==> src/sv/ctlm_pkg.sv <==
// Package: shared widths, codes, reset values and divider handshake types.
package ctlm_pkg;

    localparam int CTX_COUNT  = 16;
    localparam int CTX_W      = 4;
    localparam int CTX_IDX_W  = (CTX_COUNT > 1) ? $clog2(CTX_COUNT) : 1;
    localparam int FUNC_W     = 2;
    localparam int TS_W       = 32;
    localparam int PERIOD_W   = 16;
    localparam int LOAD_W     = 16;
    localparam int CFG_IDX_W  = 2;
    localparam int CFG_DATA_W = 32;
    localparam int DIV_STEPS  = LOAD_W;
    localparam int DIV_CNT_W  = $clog2(DIV_STEPS);

    localparam logic [FUNC_W-1:0] FUNC_ENTER = 2'd0;
    localparam logic [FUNC_W-1:0] FUNC_LEAVE = 2'd1;
    localparam logic [FUNC_W-1:0] FUNC_TICK  = 2'd2;

    localparam logic [CFG_IDX_W-1:0] CFG_TIMER_RELOAD   = 2'd0;
    localparam logic [CFG_IDX_W-1:0] CFG_UPDATE_PERIOD  = 2'd1;
    localparam logic [CFG_IDX_W-1:0] CFG_INVALID_CTX    = 2'd2;

    localparam logic [TS_W-1:0]     RST_TIMER_RELOAD  = 32'hFFFF_FFFF;
    localparam logic [PERIOD_W-1:0] RST_UPDATE_PERIOD = 16'd1000;
    localparam logic [CTX_W-1:0]    RST_INVALID_CTX   = 4'hF;

    localparam logic [LOAD_W-1:0] LOAD_MAX = 16'h8000;

    typedef struct packed {
        logic            start;
        logic [TS_W-1:0] dividend;
        logic [TS_W-1:0] divisor;
    } div_cmd_t;

    typedef struct packed {
        logic              done;
        logic [LOAD_W-1:0] quotient;
    } div_stat_t;

endpackage

==> src/sv/ctlm_if.sv <==
// Interfaces: event request, result request and register write channels.
interface ctlm_evt_if;
    logic                         valid;
    logic                         ready;
    logic [ctlm_pkg::FUNC_W-1:0]  func;
    logic [ctlm_pkg::CTX_W-1:0]   ctx_id;
    logic                         from_isr;
    logic                         idle_running;
    logic [ctlm_pkg::TS_W-1:0]    timestamp;

    modport source (output valid, func, ctx_id, from_isr, idle_running, timestamp,
                    input ready);
    modport sink   (input valid, func, ctx_id, from_isr, idle_running, timestamp,
                    output ready);
endinterface

interface ctlm_res_if;
    logic                         valid;
    logic                         ready;
    logic [ctlm_pkg::CTX_W-1:0]   trace_pins;
    logic [ctlm_pkg::LOAD_W-1:0]  cpu_load;
    logic                         load_updated;

    modport source (output valid, trace_pins, cpu_load, load_updated, input ready);
    modport sink   (input valid, trace_pins, cpu_load, load_updated, output ready);
endinterface

interface ctlm_cfg_if;
    logic                            valid;
    logic                            ready;
    logic [ctlm_pkg::CFG_IDX_W-1:0]  index;
    logic [ctlm_pkg::CFG_DATA_W-1:0] data;

    modport source (output valid, index, data, input ready);
    modport sink   (input valid, index, data, output ready);
endinterface

==> src/sv/context_trace_and_cpu_load_monitor.sv <==
// Top level: context trace pins and idle-based CPU load monitor.
//
// Channels: evt (sink) takes enter, leave and tick requests with a timestamp;
// res (source) returns exactly one result per request: trace pins, the last
// CPU load in Q1.15 and a flag that the request closed a load window; cfg
// (sink, always ready) writes timer_reload, update_period and invalid_context.
// The user must write configuration only while no request is in flight; the
// block does not enforce this. A plain enter, leave or tick passes S_DECODE
// and S_PUSH; one that adds an idle interval also passes S_DIFF, S_WRAP and
// S_ACC; a window close passes S_DIFF, S_WRAP and S_CHECK, and one that
// divides also waits in S_DIV. The divide is a restoring bit-serial unit
// with 16 quotient bits, one per cycle; it and the wraparound subtract set
// the worst case. One request is processed at a time; the next is taken as
// soon as the previous result is loaded into the output register, even while
// that result waits on a stalled receiver. A new result waits until the
// output register is free. Reset sets the configuration to its defaults,
// the current context and saved slots to context 15, counters and load to zero.
module context_trace_and_cpu_load_monitor (
    input  logic       clk,
    input  logic       rst_n,
    ctlm_evt_if.sink   evt,
    ctlm_res_if.source res,
    ctlm_cfg_if.sink   cfg
);

    typedef enum logic [2:0] {
        S_IDLE, S_DECODE, S_DIFF, S_WRAP, S_ACC, S_CHECK, S_DIV, S_PUSH
    } state_t;

    state_t state_reg, state_next;

    logic [ctlm_pkg::TS_W-1:0]      reload_reg;
    logic [ctlm_pkg::PERIOD_W-1:0]  period_reg;
    logic [ctlm_pkg::CTX_W-1:0]     inv_reg;

    logic [ctlm_pkg::FUNC_W-1:0]    func_reg;
    logic [ctlm_pkg::CTX_W-1:0]     ctx_reg;
    logic                           isr_reg;
    logic                           idle_reg;
    logic [ctlm_pkg::TS_W-1:0]      ts_reg;

    logic [ctlm_pkg::CTX_W-1:0]     cur_reg, cur_next;
    logic [ctlm_pkg::CTX_W-1:0]     saved_reg [ctlm_pkg::CTX_COUNT];
    logic                           saved_we;
    logic [ctlm_pkg::TS_W-1:0]      istart_reg, istart_next;
    logic [ctlm_pkg::TS_W-1:0]      acc_reg, acc_next;
    logic [ctlm_pkg::TS_W-1:0]      win_reg, win_next;
    logic [ctlm_pkg::PERIOD_W-1:0]  tick_reg, tick_next;
    logic [ctlm_pkg::LOAD_W-1:0]    load_reg, load_next;
    logic                           upd_reg, upd_next;
    logic [ctlm_pkg::TS_W-1:0]      el_reg, el_next;
    logic                           gt_reg, gt_next;

    logic                           out_valid_reg, out_valid_next;
    logic                           out_load;
    logic [ctlm_pkg::CTX_W-1:0]     out_trace_reg;
    logic [ctlm_pkg::LOAD_W-1:0]    out_load_reg;
    logic                           out_upd_reg;

    logic [ctlm_pkg::PERIOD_W-1:0]  tick_inc;
    logic [ctlm_pkg::TS_W-1:0]      from_time;
    logic [ctlm_pkg::TS_W:0]        diff_wide;
    logic [ctlm_pkg::TS_W:0]        busy_wide;
    logic                           ctx_in_range;
    logic                           cur_in_range;
    logic [ctlm_pkg::CTX_IDX_W-1:0] ctx_idx;
    logic [ctlm_pkg::CTX_IDX_W-1:0] cur_idx;

    ctlm_pkg::div_cmd_t             div_cmd;
    ctlm_pkg::div_stat_t            div_stat;

    assign evt.ready = (state_reg == S_IDLE);
    assign cfg.ready = 1'b1;

    assign tick_inc     = ctlm_pkg::PERIOD_W'(tick_reg + 1'b1);
    assign from_time    = (func_reg == ctlm_pkg::FUNC_TICK) ? win_reg : istart_reg;
    assign diff_wide    = {1'b0, ts_reg} - {1'b0, from_time};
    assign busy_wide    = {1'b0, el_reg} - {1'b0, acc_reg};
    assign ctx_in_range = ({1'b0, ctx_reg} < (ctlm_pkg::CTX_W + 1)'(ctlm_pkg::CTX_COUNT));
    assign cur_in_range = ({1'b0, cur_reg} < (ctlm_pkg::CTX_W + 1)'(ctlm_pkg::CTX_COUNT));
    assign ctx_idx      = ctx_reg[ctlm_pkg::CTX_IDX_W-1:0];
    assign cur_idx      = cur_reg[ctlm_pkg::CTX_IDX_W-1:0];

    assign div_cmd.start    = (state_reg == S_CHECK) && (el_reg != '0) &&
                              !busy_wide[ctlm_pkg::TS_W];
    assign div_cmd.dividend = busy_wide[ctlm_pkg::TS_W-1:0];
    assign div_cmd.divisor  = el_reg;

    ctlm_div u_div (
        .clk   (clk),
        .rst_n (rst_n),
        .cmd   (div_cmd),
        .stat  (div_stat)
    );

    always_comb
    begin
        state_next     = state_reg;
        cur_next       = cur_reg;
        saved_we       = 1'b0;
        istart_next    = istart_reg;
        acc_next       = acc_reg;
        win_next       = win_reg;
        tick_next      = tick_reg;
        load_next      = load_reg;
        upd_next       = upd_reg;
        el_next        = el_reg;
        gt_next        = gt_reg;
        out_valid_next = out_valid_reg && !res.ready;
        out_load       = 1'b0;
        case (state_reg)
            S_IDLE:
            begin
                if (evt.valid)
                begin
                    state_next = S_DECODE;
                end
            end
            S_DECODE:
            begin
                upd_next   = 1'b0;
                state_next = S_PUSH;
                case (func_reg)
                    ctlm_pkg::FUNC_ENTER:
                    begin
                        saved_we = ctx_in_range;
                        cur_next = ctx_reg;
                        if (idle_reg && !isr_reg)
                        begin
                            istart_next = ts_reg;
                        end
                        if (idle_reg && isr_reg)
                        begin
                            state_next = S_DIFF;
                        end
                    end
                    ctlm_pkg::FUNC_LEAVE:
                    begin
                        cur_next = cur_in_range ? saved_reg[cur_idx] : inv_reg;
                        if (idle_reg && isr_reg)
                        begin
                            istart_next = ts_reg;
                        end
                        if (idle_reg && !isr_reg)
                        begin
                            state_next = S_DIFF;
                        end
                    end
                    ctlm_pkg::FUNC_TICK:
                    begin
                        if (tick_inc >= period_reg)
                        begin
                            tick_next  = '0;
                            state_next = S_DIFF;
                        end
                        else
                        begin
                            tick_next = tick_inc;
                        end
                    end
                    default:
                    begin
                        state_next = S_PUSH;
                    end
                endcase
            end
            S_DIFF:
            begin
                el_next    = diff_wide[ctlm_pkg::TS_W-1:0];
                gt_next    = !diff_wide[ctlm_pkg::TS_W] &&
                             (diff_wide[ctlm_pkg::TS_W-1:0] != '0);
                state_next = S_WRAP;
            end
            S_WRAP:
            begin
                // timer wrapped: (reload - from) + to + 1
                if (!gt_reg)
                begin
                    el_next = el_reg + reload_reg + ctlm_pkg::TS_W'(1);
                end
                state_next = (func_reg == ctlm_pkg::FUNC_TICK) ? S_CHECK : S_ACC;
            end
            S_ACC:
            begin
                acc_next   = acc_reg + el_reg;
                state_next = S_PUSH;
            end
            S_CHECK:
            begin
                win_next   = ts_reg;
                acc_next   = '0;
                state_next = S_PUSH;
                if (el_reg != '0)
                begin
                    if (busy_wide[ctlm_pkg::TS_W])
                    begin
                        load_next = '0;
                        upd_next  = 1'b1;
                    end
                    else
                    begin
                        state_next = S_DIV;
                    end
                end
            end
            S_DIV:
            begin
                if (div_stat.done)
                begin
                    load_next  = div_stat.quotient;
                    upd_next   = 1'b1;
                    state_next = S_PUSH;
                end
            end
            S_PUSH:
            begin
                if (!out_valid_reg || res.ready)
                begin
                    out_load       = 1'b1;
                    out_valid_next = 1'b1;
                    state_next     = S_IDLE;
                end
            end
            default:
            begin
                state_next = S_IDLE;
            end
        endcase
    end

    always_ff @(posedge clk or negedge rst_n)
    begin
        if (!rst_n)
        begin
            state_reg     <= S_IDLE;
            out_valid_reg <= 1'b0;
            reload_reg    <= ctlm_pkg::RST_TIMER_RELOAD;
            period_reg    <= ctlm_pkg::RST_UPDATE_PERIOD;
            inv_reg       <= ctlm_pkg::RST_INVALID_CTX;
            cur_reg       <= ctlm_pkg::RST_INVALID_CTX;
            for (int i = 0; i < ctlm_pkg::CTX_COUNT; i++)
            begin
                saved_reg[i] <= ctlm_pkg::RST_INVALID_CTX;
            end
            istart_reg    <= '0;
            acc_reg       <= '0;
            win_reg       <= '0;
            tick_reg      <= '0;
            load_reg      <= '0;
            upd_reg       <= 1'b0;
        end
        else
        begin
            state_reg     <= state_next;
            out_valid_reg <= out_valid_next;
            if (cfg.valid)
            begin
                case (cfg.index)
                    ctlm_pkg::CFG_TIMER_RELOAD:
                        reload_reg <= cfg.data[ctlm_pkg::TS_W-1:0];
                    ctlm_pkg::CFG_UPDATE_PERIOD:
                        period_reg <= cfg.data[ctlm_pkg::PERIOD_W-1:0];
                    ctlm_pkg::CFG_INVALID_CTX:
                        inv_reg <= cfg.data[ctlm_pkg::CTX_W-1:0];
                    default:
                    begin
                    end
                endcase
            end
            cur_reg <= cur_next;
            if (saved_we)
            begin
                saved_reg[ctx_idx] <= cur_reg;
            end
            istart_reg <= istart_next;
            acc_reg    <= acc_next;
            win_reg    <= win_next;
            tick_reg   <= tick_next;
            load_reg   <= load_next;
            upd_reg    <= upd_next;
        end
    end

    always_ff @(posedge clk)
    begin
        if (evt.valid && evt.ready)
        begin
            func_reg <= evt.func;
            ctx_reg  <= evt.ctx_id;
            isr_reg  <= evt.from_isr;
            idle_reg <= evt.idle_running;
            ts_reg   <= evt.timestamp;
        end
        el_reg <= el_next;
        gt_reg <= gt_next;
        if (out_load)
        begin
            out_trace_reg <= cur_reg;
            out_load_reg  <= load_reg;
            out_upd_reg   <= upd_reg;
        end
    end

    assign res.valid        = out_valid_reg;
    assign res.trace_pins   = out_trace_reg;
    assign res.cpu_load     = out_load_reg;
    assign res.load_updated = out_upd_reg;

endmodule

==> src/sv/ctlm_div.sv <==
// Bit-serial restoring divider: one quotient bit per cycle for the load fraction.
module ctlm_div (
    input  logic                 clk,
    input  logic                 rst_n,
    input  ctlm_pkg::div_cmd_t   cmd,
    output ctlm_pkg::div_stat_t  stat
);

    typedef enum logic {D_IDLE, D_RUN} dstate_t;

    dstate_t                             dstate_reg, dstate_next;
    logic [ctlm_pkg::DIV_CNT_W-1:0]      cnt_reg, cnt_next;
    logic                                done_reg, done_next;
    logic [ctlm_pkg::TS_W:0]             rem_reg, rem_next;
    logic [ctlm_pkg::TS_W-1:0]           dvs_reg, dvs_next;
    logic [ctlm_pkg::LOAD_W-1:0]         quo_reg, quo_next;

    logic [ctlm_pkg::TS_W:0]             trial;
    logic                                ge;

    // first step compares the dividend itself, later steps double the remainder
    assign trial = (cnt_reg == '0) ? rem_reg : {rem_reg[ctlm_pkg::TS_W-1:0], 1'b0};
    assign ge    = (trial >= {1'b0, dvs_reg});

    always_comb
    begin
        dstate_next = dstate_reg;
        cnt_next    = cnt_reg;
        done_next   = 1'b0;
        rem_next    = rem_reg;
        dvs_next    = dvs_reg;
        quo_next    = quo_reg;
        case (dstate_reg)
            D_IDLE:
            begin
                if (cmd.start)
                begin
                    rem_next    = {1'b0, cmd.dividend};
                    dvs_next    = cmd.divisor;
                    cnt_next    = '0;
                    dstate_next = D_RUN;
                end
            end
            D_RUN:
            begin
                rem_next = ge ? (trial - {1'b0, dvs_reg}) : trial;
                quo_next = {quo_reg[ctlm_pkg::LOAD_W-2:0], ge};
                cnt_next = ctlm_pkg::DIV_CNT_W'(cnt_reg + 1'b1);
                if (cnt_reg == ctlm_pkg::DIV_CNT_W'(ctlm_pkg::DIV_STEPS - 1))
                begin
                    done_next   = 1'b1;
                    dstate_next = D_IDLE;
                end
            end
            default:
            begin
                dstate_next = D_IDLE;
            end
        endcase
    end

    always_ff @(posedge clk or negedge rst_n)
    begin
        if (!rst_n)
        begin
            dstate_reg <= D_IDLE;
            cnt_reg    <= '0;
            done_reg   <= 1'b0;
        end
        else
        begin
            dstate_reg <= dstate_next;
            cnt_reg    <= cnt_next;
            done_reg   <= done_next;
        end
    end

    always_ff @(posedge clk)
    begin
        rem_reg <= rem_next;
        dvs_reg <= dvs_next;
        quo_reg <= quo_next;
    end

    assign stat.done     = done_reg;
    assign stat.quotient = quo_reg;

endmodule

==> src/flat_wrapper.sv <==
// flat-port wrapper written by rule: the top's interface ports become plain ports
module context_trace_and_cpu_load_monitor_flat 
  (clk, rst_n, evt_valid, evt_func, evt_ctx_id, evt_from_isr, evt_idle_running, evt_timestamp, evt_ready, res_valid, res_trace_pins, res_cpu_load, res_load_updated, res_ready, cfg_valid, cfg_index, cfg_data, cfg_ready);
  ctlm_evt_if evt_i ();
  ctlm_res_if res_i ();
  ctlm_cfg_if cfg_i ();
  input  logic clk;
  input  logic rst_n;
  input wire logic [$bits(evt_i.valid)-1:0] evt_valid;
  input wire logic [$bits(evt_i.func)-1:0] evt_func;
  input wire logic [$bits(evt_i.ctx_id)-1:0] evt_ctx_id;
  input wire logic [$bits(evt_i.from_isr)-1:0] evt_from_isr;
  input wire logic [$bits(evt_i.idle_running)-1:0] evt_idle_running;
  input wire logic [$bits(evt_i.timestamp)-1:0] evt_timestamp;
  output wire logic [$bits(evt_i.ready)-1:0] evt_ready;
  output wire logic [$bits(res_i.valid)-1:0] res_valid;
  output wire logic [$bits(res_i.trace_pins)-1:0] res_trace_pins;
  output wire logic [$bits(res_i.cpu_load)-1:0] res_cpu_load;
  output wire logic [$bits(res_i.load_updated)-1:0] res_load_updated;
  input wire logic [$bits(res_i.ready)-1:0] res_ready;
  input wire logic [$bits(cfg_i.valid)-1:0] cfg_valid;
  input wire logic [$bits(cfg_i.index)-1:0] cfg_index;
  input wire logic [$bits(cfg_i.data)-1:0] cfg_data;
  output wire logic [$bits(cfg_i.ready)-1:0] cfg_ready;
  assign evt_i.valid = evt_valid;
  assign evt_i.func = evt_func;
  assign evt_i.ctx_id = evt_ctx_id;
  assign evt_i.from_isr = evt_from_isr;
  assign evt_i.idle_running = evt_idle_running;
  assign evt_i.timestamp = evt_timestamp;
  assign evt_ready = evt_i.ready;
  assign res_valid = res_i.valid;
  assign res_trace_pins = res_i.trace_pins;
  assign res_cpu_load = res_i.cpu_load;
  assign res_load_updated = res_i.load_updated;
  assign res_i.ready = res_ready;
  assign cfg_i.valid = cfg_valid;
  assign cfg_i.index = cfg_index;
  assign cfg_i.data = cfg_data;
  assign cfg_ready = cfg_i.ready;
  context_trace_and_cpu_load_monitor u_core (.clk(clk), .rst_n(rst_n), .evt(evt_i), .res(res_i), .cfg(cfg_i));
endmodule
==> config.mk <==
export PLATFORM = sky130hd
export DESIGN_NAME = context_trace_and_cpu_load_monitor_flat
export DESIGN_NICKNAME = d
export VERILOG_FILES = /design/src/sv/ctlm_pkg.sv /design/src/sv/ctlm_if.sv /design/src/sv/context_trace_and_cpu_load_monitor.sv /design/src/sv/ctlm_div.sv /design/src/flat_wrapper.sv
export SDC_FILE = /design/constraint.sdc
export NUM_CORES = 1
export LEC_CHECK = 0
export BUFFER_PORTS_ARGS = -buffer_cell sky130_fd_sc_hd__clkbuf_2
export CAP_MARGIN = 10
export CORE_UTILIZATION = 34
export CTS_BUF_LIST = sky130_fd_sc_hd__clkbuf_2
export CTS_CLUSTER_SIZE = 10
export DETAILED_ROUTE_END_ITERATION = 10
export PLACE_DENSITY = 0.6
export SLEW_MARGIN = 15
export SYNTH_ARGS = -nofsm -noshare
export SYNTH_HDL_FRONTEND = slang
export SYNTH_SLANG_ARGS = --single-unit
==> constraint.sdc <==
create_clock -name clk -period 6.95 [get_ports clk]
set_clock_uncertainty 0.2 [all_clocks]
set_input_delay 0.3475 -clock clk [delete_from_list [all_inputs] [get_ports clk]]
set_output_delay 0.3475 -clock clk [all_outputs]
set_load 0.01 [all_outputs]
==> results of run 1 <==
## layer usage
layer | GRT usage [%] | wire length, microns | vias to the layer above
met5 | 0 | 13 | -
met4 | 5.93 | 1580 | 2
met3 | 2.46 | 2670 | 107
met2 | 28.6 | 31800 | 493
met1 | 21.9 | 29900 | 9649
li1 | - | - | 9639
## metrics by stage
stage	worst slack (ps)	instance area (sq um)	total power [W]	instances
floorplan	253	26400	0.0105	2442
finish	1600	30800	0.0145	3863
global placement	1750	27900	0.0123	3487
detailed placement	1660	27900	0.0125	3487
global route	1260	30700	0.0157	3861
CTS	1590	30700	0.0145	3860
## critical path: stages (launching register included)
cell,delay [ps]
dfrtp_1,430
inv_1,110
ha_1,140
nor3b_2,140
buf_4,430
mux2_2,410
ha_1,390
and4_1,270
and4_1,200
o21ai_0,120
a31oi_1,350
a311oi_1,250
a21bo_2,290
a21oi_4,490
buf_4,290
mux2_2,340
nand2_1,60
o21ai_0,80
## cell families after synthesis
family                     count (synthesis)  share of synthesized area (%)
adders and majority gates                182                           8.77
and+or+nand+nor                          574                           11.1
xor gates and xnor gates                 143                           4.75
other                                      1                         0.0142
muxes                                    287                           12.8
AOI/OAI and AO/OA                        590                           14.5
DFF                                      430                           44.6
buffers and inverters                    235                           3.52
## cells in the mapped netlist, types with 9 or more instances
master	instances	area, sq um
a31oi_1	28	175
ha_1	177	2210
nand2_1	145	544
a21o_1	59	443
o21a_1	23	173
mux4_2	19	428
dfrtp_1	149	3730
nor2_1	152	571
mux2i_1	58	581
and3_1	20	125
clkbuf_1	79	297
mux2_2	210	2360
nand2b_1	37	231
o211ai_1	12	90.1
nor2b_1	26	163
edfxtp_1	175	5260
dfstp_2	106	2790
nor4_1	19	119
nand4_1	19	119
xnor2_1	101	885
o21bai_1	32	240
a21oi_1	157	786
nand3_1	44	220
buf_1	9	33.8
a211oi_1	18	135
o31ai_1	16	120
nor3_4	10	163
xor2_1	42	368
o21ai_0	132	661
nor3b_1	9	67.6
o22ai_1	31	194
nor3_1	40	200
or3_1	15	93.8
inv_1	133	499
## power groups by stage
stage / combinational (W) / clock, W / sequential (W)
6_report: 0.00820 / 0.00181 / 0.00445
5_1_grt: 0.00910 / 0.00202 / 0.00456
4_1_cts: 0.00815 / 0.00191 / 0.00445
3_5_place_dp: 0.00801 / 0 / 0.00450
3_3_place_gp: 0.00786 / 0 / 0.00447
2_1_floorplan: 0.00636 / 0 / 0.00415
## cells in the final DEF (no fill, tap or decap), drive strengths merged, types with 17 or more instances in the layout
cell	synthesis	layout
a211oi	18	18
a21o	59	59
a21oi	157	157
a31oi	29	29
and3	20	20
buf	22	17
clkbuf	79	271
clkinv	1	24
dfrtp	149	149
dfstp	106	106
dlygate4sd3	0	173
edfxtp	175	175
ha	177	177
inv	133	136
mux2	210	210
mux2i	58	58
mux4	19	19
nand2	145	145
nand2b	37	37
nand3	44	44
nand4	19	19
nor2	152	152
nor2b	26	26
nor3	51	51
nor4	20	20
o21a	23	23
o21ai	135	135
o21bai	32	32
o22ai	31	31
xnor2	101	101
xor2	42	42
## cell type report
| cell class | count | area [sq um] |
|---|---|---|
| Antenna cell | 3 | 7.51 |
| Clock buffer | 171 | 856 |
| Clock inverter | 28 | 185 |
| Fill cell | 7369 | 45600 |
| Inverter | 134 | 503 |
| Multi-Input combinational cell | 1777 | 13700 |
| Sequential cell | 430 | 11800 |
| Tap cell | 1030 | 1290 |
| Timing Repair Buffer | 290 | 2400 |
## final timing paths
check,end,slack [ps],depth (start not counted)
max,u_core.u_div.rem_reg[1]$_DFFE_PP_,1600,17
min,u_core.u_div.quo_reg[12]$_DFFE_PP_,240,0
max reg2reg,u_core.u_div.rem_reg[1]$_DFFE_PP_,1600,17
min reg2reg,u_core.u_div.quo_reg[12]$_DFFE_PP_,240,0
max in group asynchronous,u_core.load_reg[10]$_DFFE_PN0P_,5420,4
min in group asynchronous,u_core.reload_reg[17]$_DFFE_PN1P_,300,3
==> flow_metrics.tcl, run 1 <==
set metrics [dict create \
    setup_viol_count_final 0 \
    syn-cell-area_sq_um 26400 \
    numCtsBuffers 109 \
    grt_remaining_overflow 0 \
    ant_nets 0 \
    cts_resized 0 \
    initialDrtViolationCount 1203 \
    num_vias 19890 \
    clockBufferDepth 3 \
    slew_viol_final 0 \
    synthFlopType "edfxtp_1" \
    synth_nets 2703 \
    outcome "finished clean" \
    powerDensity_nw_per_um2 470 \
    synth.avg_cell_area_sq_um 10.8 \
    fp.dieArea_sq_um 78700 \
    irDropWorstVdd_uv 224 \
    grtUsageTotal_pct 16.9 \
    clock-sinks 430 \
    cts_hold_buf 174 \
    fmax_mhz 187 \
    setup_tns_ps 0 \
    initial_core_util_pct 34.6 \
    routedWlPerCell_microns 17.1 \
    drc 0 \
    postSynth.asyncResetShare_pct 59.3 \
    postCtsSetupRepairBufs 0 \
    routed_wl_microns 66000 \
    rows 101 \
    coreArea_sq_um 76300 \
    synth_edf_count 175 \
    root_buffer "clkbuf_2" \
    ioPinCount 103 \
    critPathMaxFanout 33 \
    ys_seq_area_share_pct 44.6 \
    drive_above_1_share_pct 24.0 \
    r2r_start "u_core.u_div.cnt_reg[0]$_DFFE_PN0P_" \
    portBuffers 101 \
    first_pass_iters 7 \
    critPathArrivalTime_ps 5970 \
    power.switching_w 0.00643 \
    fin_nets 3003 \
    largest_reg_flops 64 \
    swShare_pct 44.5 \
    hold_ws_ps 243 \
    gp_congestion 0.897 \
    hpwlAfterDp_microns 46600 \
    grt_pass1_vias 20724 \
    grt_pass1_wl_microns 108000 \
    syn_to_final_growth_pct 16.6 \
    intPower_w 0.00802 \
    finalCritPeriodShare_pct 76.9 \
    cp-start-kind "flop" \
    startpoint "u_core.u_div.cnt_reg[0]$_DFFE_PN0P_" \
    endpoint_kind "flop" \
    worstHoldStart "u_core.u_div.quo_reg[11]$_DFFE_PP_" \
    cts_tree "built" \
    clk_latency_ps 1160 \
    synth_cells 2442 \
    drt-vias-per-instance 5.15 \
    htree_levels 3 \
    tightest_slew_ps 1180 \
    path_clk_slew_ps 110 \
    rsz0062_at_grt "no" \
    period_needed_ps 5350 \
    antenna_found_initial 2 \
    p_leak_nw 13.1 \
    max-cap-violations 0 \
    comb_power_share_pct 56.7 \
    synthDistinctLibCells 84 \
    ys_ff_latch 430 \
    hold_viol 0 \
    slew_headroom_pct 21.1 \
    pwr-share-clk_pct 12.5 \
    ys_warn_count 0 \
    seq_power_share_pct 30.8 \
    crit_type "reg -> reg" \
    die_y_microns 281 \
    hold_class "reg -> reg" \
    grt_max_degree 134 \
    die_x_microns 281 \
    fin_util_pct 40.3 \
    worstPathRequired_ps 7570 \
]
No activity file was read; power rests on OpenSTA's default activity.
==> run 2, diff against run 1 <==
==> constraint.sdc (replaced) <==
create_clock -name clk -period 4.7 [get_ports clk]
set_clock_uncertainty 0.2 [all_clocks]
set_input_delay 0.235 -clock clk [delete_from_list [all_inputs] [get_ports clk]]
set_output_delay 0.235 -clock clk [all_outputs]
set_load 0.01 [all_outputs]
==> run 2 against run 1 <==
  * Cell count grew 1.1%
  * Combinational power grew 55%
  * Sequential share of layout area shrank 0.55 points
  * Clock power grew 46%
  * Maximum frequency grew 17%
  * Total power grew 51%
  * Critical path depth grew 1
  * Setup slack lost 1500 ps
==> flow_metrics.tcl, run 2 (synthesis gave the netlist of run 1 again) <==
set metrics [dict create \
    fin_util_pct 40.9 \
    gp_congestion 0.900 \
    instances_no_fill 3907 \
    worstHoldStart "evt_timestamp[22]" \
    grt_remaining_overflow 0 \
    setup_viol_count_final 0 \
    path_clk_slew_ps 100 \
    slew_headroom_pct 23.5 \
    p_leak_nw 13.3 \
    swShare_pct 44.5 \
    worstPathRequired_ps 5330 \
    grt_max_degree 116 \
    fin_nets 3037 \
    power.switching_w 0.00970 \
    fmax_mhz 220 \
    intPower_w 0.0121 \
    hold_viol 0 \
    antenna_found_initial 2 \
    pwr-share-clk_pct 12.1 \
    ioPinCount 103 \
    first_pass_iters 5 \
    initialDrtViolationCount 1179 \
    reg2reg_depth 18 \
    powerDensity_nw_per_um2 699 \
    grt_pass1_wl_microns 107000 \
    comb_power_share_pct 58.1 \
    irDropWorstVdd_uv 282 \
    clk_latency_ps 1160 \
    rows 101 \
    die_x_microns 281 \
    max-cap-violations 0 \
    num_vias 19913 \
    ant_nets 0 \
    r2r_start "u_core.u_div.cnt_reg[0]$_DFFE_PN0P_" \
    coreArea_sq_um 76300 \
    die_y_microns 281 \
    seq_power_share_pct 29.8 \
    hold_class "in -> reg" \
    grtUsageTotal_pct 16.8 \
    syn_to_final_growth_pct 18.3 \
    drc 0 \
    hpwlAfterDp_microns 47500 \
    fp.dieArea_sq_um 78700 \
    htree_levels 3 \
    critPathMaxFanout 17 \
    endpoint_kind "flop" \
    routed_wl_microns 66100 \
    clockBufferDepth 3 \
    cts_tree "built" \
    clock-sinks 430 \
    routedWlPerCell_microns 16.9 \
    startpoint "u_core.u_div.cnt_reg[0]$_DFFE_PN0P_" \
    drive_above_1_share_pct 25.5 \
    mostFrequentLayoutCells "clkbuf_2 (268), mux2_2 (210), edfxtp_1 (175), ha_1 (173), dlygate4sd3_1 (169)" \
    crit_type "reg -> reg" \
    slew_viol_final 0 \
    numCtsBuffers 111 \
    setup_tns_ps 0 \
    dp.cells 3519 \
    critPathArrivalTime_ps 5180 \
    finalCritPeriodShare_pct 96.8 \
    portBuffers 101 \
    root_buffer "clkbuf_2" \
    min_path_cells 3 \
    cp-start-kind "flop" \
    largest_reg_flops 64 \
    initial_core_util_pct 34.6 \
    outcome "finished clean" \
    drt-vias-per-instance 5.10 \
    tightest_slew_ps 1140 \
    final_common_cell "clkbuf_2" \
    period_needed_ps 4550 \
    grt_pass1_vias 20628 \
]
[run 2: metal layers]
layer  vias up  wire, microns  track usage (%)
met1      9700          30700             22.0
met4         0           1860             6.53
met5         -              0                0
met3       113           2050             2.19
met2       390          31600             27.9
li1       9710              -                -
[run 2: per-stage QoR]
step	hold slack (ps)	total power [W]	worst slack, ps	cell area [sq um]
after floorplan	-261	0.0156	135	26400
after global placement	111	0.0185	-89.2	28300
after detailed placement	125	0.0188	-178	28300
after CTS	5.49	0.0217	19.2	31100
after global routing	72.2	0.0236	-57.0	31200
final	156	0.0218	148	31200
[run 2: critical path: stages, from the launching register on]
cell       delay (ps)
dfrtp_1           440
inv_1             100
ha_1              160
nor3b_4           190
buf_4             170
clkbuf_16         180
mux2_2            370
ha_1              380
and2_2            220
nand3_1           120
nor4_1            290
buf_4             190
a41oi_2           180
buf_4             190
a21oi_4           160
buf_12            170
buf_4             200
mux2i_1           230
a21oi_1            90
[run 2: path summary, 6_finish.rpt]
kind	to	slack, ps
min	u_core.ts_reg[22]$_DFFE_PP_	160
max in group asynchronous	u_core.istart_reg[16]$_DFFE_PN0P_	3050
min in group asynchronous	u_core.tick_reg[10]$_DFFE_PN0P_	620
min reg2reg	u_core.res.cpu_load[8]$_DFFE_PP_	260
max	u_core.u_div.rem_reg[14]$_DFFE_PP_	150
max reg2reg	u_core.u_div.rem_reg[14]$_DFFE_PP_	150
[run 2: final cells by class]
type / instances / area (sq um)
Timing Repair Buffer: 322 / 2700
Multi-Input combinational cell: 1777 / 13900
Fill cell: 7403 / 45100
Clock buffer: 168 / 841
Inverter: 134 / 503
Sequential cell: 430 / 11800
Antenna cell: 4 / 10.0
Clock inverter: 42 / 220
Tap cell: 1030 / 1290
[run 2: timing repair]
| action | in CTS | in global routing |
|---|---|---|
| buffers inserted | 0 | 3 |
| pin swaps | 0 | 2 |
| hold buffers | 170 | 0 |
| cloned | 0 | 1 |
| hold endpoints to repair | 408 | 0 |
| endpoints found under the setup margin | 12 | 33 |
| resized for setup | 6 | 23 |
[run 2: power by group through the flow]
stage	clock network (W)	logic (W)	registers, W
2_1_floorplan	0	0.00942	0.00614
3_3_place_gp	0	0.0120	0.00651
3_5_place_dp	0	0.0123	0.00657
4_1_cts	0.00277	0.0125	0.00650
5_1_grt	0.00294	0.0140	0.00665
6_report	0.00264	0.0127	0.00650
==> run 3, diff against run 2 <==
--- a/config.mk
+++ b/config.mk
@@ -11,7 +11,7 @@
 export CTS_BUF_LIST = sky130_fd_sc_hd__clkbuf_2
 export CTS_CLUSTER_SIZE = 10
 export DETAILED_ROUTE_END_ITERATION = 10
-export PLACE_DENSITY = 0.6
+export PLACE_DENSITY = 0.58
 export SLEW_MARGIN = 15
 export SYNTH_ARGS = -nofsm -noshare
 export SYNTH_HDL_FRONTEND = slang
==> constraint.sdc (replaced) <==
create_clock -name clk -period 5.8 [get_ports clk]
set_clock_uncertainty 0.2 [all_clocks]
set_input_delay 0.29 -clock clk [delete_from_list [all_inputs] [get_ports clk]]
set_output_delay 0.29 -clock clk [all_outputs]
set_load 0.01 [all_outputs]
==> run 3 against run 2 <==
  * Sequential share of layout area increased by 0.59 points
  * Utilization decreased by 0.63 points
  * Via count decreased by 1.5%
  * Routed wire length decreased by 2.5%
  * Die area unchanged
  * Critical path depth decreased by 5
  * Final area decreased by 1.5%
  * Setup slack improved by 400 ps
  * Global-route usage decreased by 0.29 points
  * Register-to-register slack improved by 400 ps
  * Count of clock-buffer cells in the layout decreased by 3
  * Largest power group unchanged
==> flow_metrics.tcl, run 3 (synthesis gave the netlist of run 1 again) <==
set metrics [dict create \
    die_y_microns 281 \
    min_path_cells 3 \
    path_clk_slew_ps 120 \
    final_common_cell "clkbuf_2" \
    top_usage_layer "met2" \
    clock-sinks 430 \
    drt-vias-per-instance 5.08 \
    htree_levels 3 \
    endpoint_kind "flop" \
    grt_max_degree 135 \
    critPathArrivalTime_ps 5920 \
    ant_nets 0 \
    routedWlPerCell_microns 16.7 \
    r2r_start "u_core.func_reg[0]$_DFFE_PP_" \
    slew_headroom_pct 23.5 \
    use_met2_pct 27.5 \
    mostFrequentLayoutCells "clkbuf_2 (265), mux2_2 (210), ha_1 (177), edfxtp_1 (175), dlygate4sd3_1 (171)" \
    cts_resized 0 \
    worstHoldStart "evt_ctx_id[1]" \
    setup_viol_count_final 0 \
    min_to "u_core.ctx_idx[1]$_DFFE_PP_" \
    slew_viol_final 0 \
    clockBufferDepth 3 \
    path_depth 13 \
    drive_above_1_share_pct 23.7 \
    cp_cell_sequence "nand2b_2 > buf_4 > mux2i_1 > ha_1 > a21oi_1 > nand2_1 > o21ai_0 > a21o_1 > a211oi_1 > a2111oi_0 > o2111a_1 > nor4bb_1 > a31oi_1" \
    numCtsBuffers 107 \
    slowest_delay_ps 590 \
    first_pass_iters 5 \
    reg2reg_depth 13 \
    ioPinCount 103 \
    hpwlAfterDp_microns 46100 \
    critPathMaxFanout 26 \
    portBuffers 101 \
    cp-start-kind "flop" \
    setup_tns_ps 0 \
    root_buffer "clkbuf_2" \
    num_vias 19620 \
    max-cap-violations 0 \
    fin_nets 2998 \
    die_x_microns 281 \
    initialDrtViolationCount 1060 \
    hold_viol 0 \
    cts_tree "built" \
    postCtsSetupRepairBufs 0 \
    cts_hold_buf 172 \
    fp.dieArea_sq_um 78700 \
    slowest_stage "edfxtp_1" \
    drc 0 \
    syn_to_final_growth_pct 16.4 \
    startpoint "u_core.func_reg[0]$_DFFE_PP_" \
    clk_latency_ps 1150 \
    powerDensity_nw_per_um2 560 \
    hold_ws_ps 190 \
    fillers 7498 \
    grt_pass1_wl_microns 105000 \
    initial_core_util_pct 34.6 \
    grt_pass1_vias 20077 \
    coreArea_sq_um 76300 \
    period_needed_ps 5250 \
    gp_congestion 0.896 \
    met3_usage_pct 2.36 \
    finalCritPeriodShare_pct 90.5 \
    hold_class "in -> reg" \
    p_leak_nw 13.0 \
    grtUsageTotal_pct 16.5 \
    rsz0062_at_grt "no" \
    cp_top_family "compound AO/OA/AOI/OAI gates" \
    met1_usage_pct 21.9 \
    outcome "finished clean" \
    fmax_mhz 191 \
    tightest_slew_ps 1140 \
    rows 101 \
    r2r_end "u_core.gt_reg$_DFFE_PP_" \
    largest_reg_flops 64 \
    crit_type "reg -> reg" \
    worstPathRequired_ps 6470 \
    r2r_setup_slack_ps 550 \
    irDropWorstVdd_uv 257 \
    grt_remaining_overflow 0 \
    path_buf_inv 1 \
    routed_wl_microns 64500 \
    antenna_found_initial 1 \
]
## run 3: changes by cell type in the layout (fill, tap and decap cells not counted), moves of 3 or more
cell and delta:
buf_4 -34, clkinv_1 -5, ha_1 +4, ha_2 -4, o21ai_0 +4, o21ai_1 -4, buf_12 -3, clkbuf_2 -3
## run 3: worst max-delay path by stage
stage	to	slack, ps
floorplan	u_core.u_div.dvs_reg[0]$_DFFE_PP_	480
global placement	u_core.gt_reg$_DFFE_PP_	490
detailed placement	u_core.gt_reg$_DFFE_PP_	490
CTS	u_core.gt_reg$_DFFE_PP_	510
global route	u_core.u_div.rem_reg[16]$_DFFE_PP_	200
finish	u_core.gt_reg$_DFFE_PP_	550
## run 3: report_power, final
group          leakage (nW)  internal [W]  switching, W
Combinational          7.62       0.00424       0.00556
Sequential             4.66       0.00451      0.000826
Clock                 0.762      0.000775       0.00130
## run 3: stage by stage
stage | area (sq um) | cells | utilization [%] | power [W] | worst slack [ps]
floorplan | 26400 | 2442 | - | 0.0126 | 484
global placement | 28000 | 3485 | 36.6 | 0.0147 | 493
detailed placement | 28000 | 3485 | 36.6 | 0.0150 | 485
CTS | 30700 | 3857 | 40.2 | 0.0172 | 506
global route | 30700 | 3859 | 40.2 | 0.0187 | 202
finish | 30700 | 3860 | 40.2 | 0.0172 | 551
## run 3: worst reg2reg max path, stage by stage, from the launching register on
cell and delay, ps:
edfxtp_1 590, nand2b_2 480, buf_4 510, mux2i_1 310, ha_1 320, a21oi_1 260, nand2_1 80, o21ai_0 450
a21o_1 280, a211oi_1 130, a2111oi_0 570, o2111a_1 280, nor4bb_1 410, a31oi_1 160
## run 3: cell type report
cell class	count	area (sq um)	area share [%]
multi-input cells	1777	13800	44.8
flip-flops and latches	430	11800	38.3
repair buffers	287	2400	7.83
well taps	1030	1290	4.19
clock buffers	165	826	2.69
inverters	134	503	1.64
clock inverters	35	171	0.558
diodes	2	5.00	0.0163
## run 3: metal layers
metal	wire length (microns)	vias up
met1	30200	9500
met3	2390	99
met5	0	-
li1	-	9624
met4	1370	0
met2	30600	397
